## src/sv/hpa_ram.sv

```systemverilog
// Generic single-write, single-read RAM with registered read data.
// No dependencies; instanced by handle_pool_allocator_core.
module hpa_ram #(
    parameter int WIDTH = 8,
    parameter int DEPTH = 64,
    localparam int AW = $clog2(DEPTH)
) (
    input  logic             clk,
    input  logic             we,
    input  logic [AW-1:0]    waddr,
    input  logic [WIDTH-1:0] wdata,
    input  logic             re,
    input  logic [AW-1:0]    raddr,
    output logic [WIDTH-1:0] rdata
);

    logic [WIDTH-1:0] mem_reg [DEPTH];
    logic [WIDTH-1:0] rdata_reg;

    always_ff @(posedge clk)
    begin
        if (we)
        begin
            mem_reg[waddr] <= wdata;
        end
        if (re)
        begin
            rdata_reg <= mem_reg[raddr];
        end
    end

    assign rdata = rdata_reg;

endmodule

```

## config.mk

```make
export PLATFORM = sky130hd
export DESIGN_NAME = hpa_ram
export DESIGN_NICKNAME = d
export VERILOG_FILES = /design/src/sv/hpa_ram.sv
export SDC_FILE = /design/constraint.sdc
export NUM_CORES = 1
export LEC_CHECK = 0
export ABC_AREA = 1
export BUFFER_PORTS_ARGS = -buffer_cell sky130_fd_sc_hd__buf_2
export CORE_MARGIN = 4
export CORE_UTILIZATION = 60
export DETAILED_ROUTE_END_ITERATION = 12
export GPL_TIMING_DRIVEN = 0
export PLACE_DENSITY = 0.76
export SETUP_SLACK_MARGIN = 0.2
export SYNTH_ARGS = -nofsm -noshare
export SYNTH_HDL_FRONTEND = slang
export SYNTH_SLANG_ARGS = --single-unit
```

## constraint.sdc

```tcl
create_clock -name clk -period 4.8 [get_ports clk]
set_input_delay 0.48 -clock clk [delete_from_list [all_inputs] [get_ports clk]]
set_output_delay 0.48 -clock clk [all_outputs]
set_load 0.01 [all_outputs]
```

==> metrics.txt <==
run status completed; vias in the first global route 13761; RSZ-0062 raised after global routing no; Avg WL per Cell 24.8 um; hold_sp re; Avg Inst Size Synth 11.9 sq um; H-tree depth 2; min-delay worst type primary input to flip-flop; Residual DRC 0; Crit path max-delay family simple AND/OR/NAND/NOR gates; Hold Path End rdata[5]$_DFFE_PP_; CP max stage cell nor2_1; hold path depth 1; CP Capture Type flip-flop; Setup Fix Bufs, Post-CTS 0; Seq/Total Area, Yosys 72.9%; CTS root buffer clkbuf_16; P&R area growth vs syn 10.5%; largest net degree at the start of global routing 65; crit-path cells clkbuf_1, inv_1, nand4_1, nor2_1; Antenna Violating Nets Remaining 0; Arr. time, crit path 2.56 ns; Synth Cell Area 0.0214 sq mm; DR pass1 iterations 6; Placer Congestion 0.944; clk_lat worst skew 0.59 ns; multi-input logic area 0.00500 sq mm; Worst Max-Slew Pin Slew 1.46 ns; CP required 5.00 ns; final worst-path cycle share 49.3%; Worst Path Buf+Inv 2; first-pass GRT wire length 86900 um; Starting Density 61.4%; Final Hold Fails 0; CTS resizes 0; power per cell area 394 mW/mm^2; Synth Instances 1805; n_diodes 0; hpwl dp 38500 um; # clock sinks 520; max reg flops 512; Worst-path clk slew 0.06 ns; Die Y 197 um; Worst R2R Setup Slack 3.22 ns; Worst R2R Start mem_reg[58][4]$_DFFE_PP_; Setup-failing EPs final 0; Die X 197 um; Final nets 1907; core outline area 0.0349 sq mm; Iteration-0 DRC Markers 2159; register area 0.0156 sq mm; port buffer count 22; Final Critical Period 2.37 ns; Max-Cap Viols 0; Static Leakage 0.00857 uW; Fillers 2457; Vias 14745; Ports 31; Critical Path Max Stage Delay 0.97 ns; WL final 59000 um; Post-CTS Hold Buffers 0; Rel. slew slack 2.73%; syn nets 1828; share of layout cells above drive strength 1 9.68%; #FFs+latches synth 520; Max IR drop VDD 0.000364 V; Worst setup SP type primary input; Setup TNS 0 ns; die area 0.0388 sq mm; Crit Path Max Fanout 9; routed vias/inst 6.20; Setup Crit Path Kind primary input to flip-flop; Distinct cells, synth 15; Rows 68; all-layer global routing usage 30.6%; clk_skew 0.0174 ns; Clock Path Buffers 3; CTS Buf Count 49; Hold WS 0.245 ns; fin. max-slew vios 0; total number of yosys warnings 0; CTS tree built; Overflow after GRT 0; worst reg2reg endpoint rdata[4]$_DFFE_PP_; initial antenna violation count 2; Reg2Reg Depth 8; fmax 423 MHz
## layout make-up
cell class,instances,share of cell area [%]
Inverter,12,0.211
Timing Repair Buffer,28,0.740
Sequential cell,520,65.9
Buffer,113,3.41
Clock buffer,66,5.63
Multi-Input combinational cell,1160,21.1
Tap cell,455,2.40
Clock inverter,23,0.560
## per-layer routing
metal | wire [um] | part of all wire, % | GRT usage (%)
met5 | 28 | 0.047 | 0
met4 | 1640 | 2.8 | 9.37
met2 | 27100 | 46 | 46.8
met1 | 22500 | 38 | 45.3
met3 | 7730 | 13 | 6.19
## placed cells by master (no fill, tap or decap)
cell type and count:
nor4_2 8, buf_8 2, nand3_1 439, clkinv_2 5, buf_2 56, buf_1 10
clkinv_4 1, bufinv_16 1, edfxtp_1 520, nand4_1 9, buf_4 22, clkinvlp_4 1
nand2_1 648, buf_12 1, nor2_1 56, inv_1 10, buf_6 35, clkbuf_16 51
inv_6 2, inv_2 1, clkbuf_1 30, clkinv_1 14
## where the power goes
part	total [uW]	internal (uW)	switching, uW
Combinational	664	171	493
Clock	3620	1990	1620
Sequential	5050	5040	8.52
## worst max path at each step
stage                         from                       end  cells after the start
after global routing      waddr[0]  mem_reg[44][4]$_DFFE_PP_                      4
after global placement          we  mem_reg[55][1]$_DFFE_PP_                      3
after detailed placement  waddr[0]  mem_reg[28][3]$_DFFE_PP_                      4
after CTS                 waddr[0]  mem_reg[44][4]$_DFFE_PP_                      4
after floorplan                 we  mem_reg[48][0]$_DFFE_PP_                      3
final                     waddr[0]  mem_reg[44][4]$_DFFE_PP_                      4
## cell families after synthesis
logic type | Yosys count | share of synthesized area (%)
buffers and inverters | 125 | 4.01
DFF | 520 | 72.9
and+or+nand+nor | 1160 | 23.1
## per-stage QoR
step	area, sq um	std cells	setup WS (ns)	total power, uW	utilization [%]
4_1_cts	23700	2376	2.58	9310	67.8
5_1_grt	23700	2377	2.43	9580	67.9
3_5_place_dp	22200	2287	1.97	5790	63.6
6_report	23700	2377	2.43	9330	67.9
2_1_floorplan	21400	1805	2.55	5500	-
3_3_place_gp	22100	2282	1.69	5770	63.4
## Yosys cell counts
master / instances / share of area [%]
buf_8: 2 / 0.14
inv_6: 1 / 0.041
buf_6: 35 / 1.8
inv_2: 1 / 0.018
clkbuf_1: 15 / 0.26
nor2_1: 56 / 0.98
inv_1: 10 / 0.18
nand4_1: 9 / 0.26
buf_2: 37 / 0.86
buf_4: 14 / 0.49
nor4_1: 8 / 0.23
buf_1: 10 / 0.18
edfxtp_1: 520 / 73
nand2_1: 648 / 11
nand3_1: 439 / 10
Power figures use the tool's default switching activity.
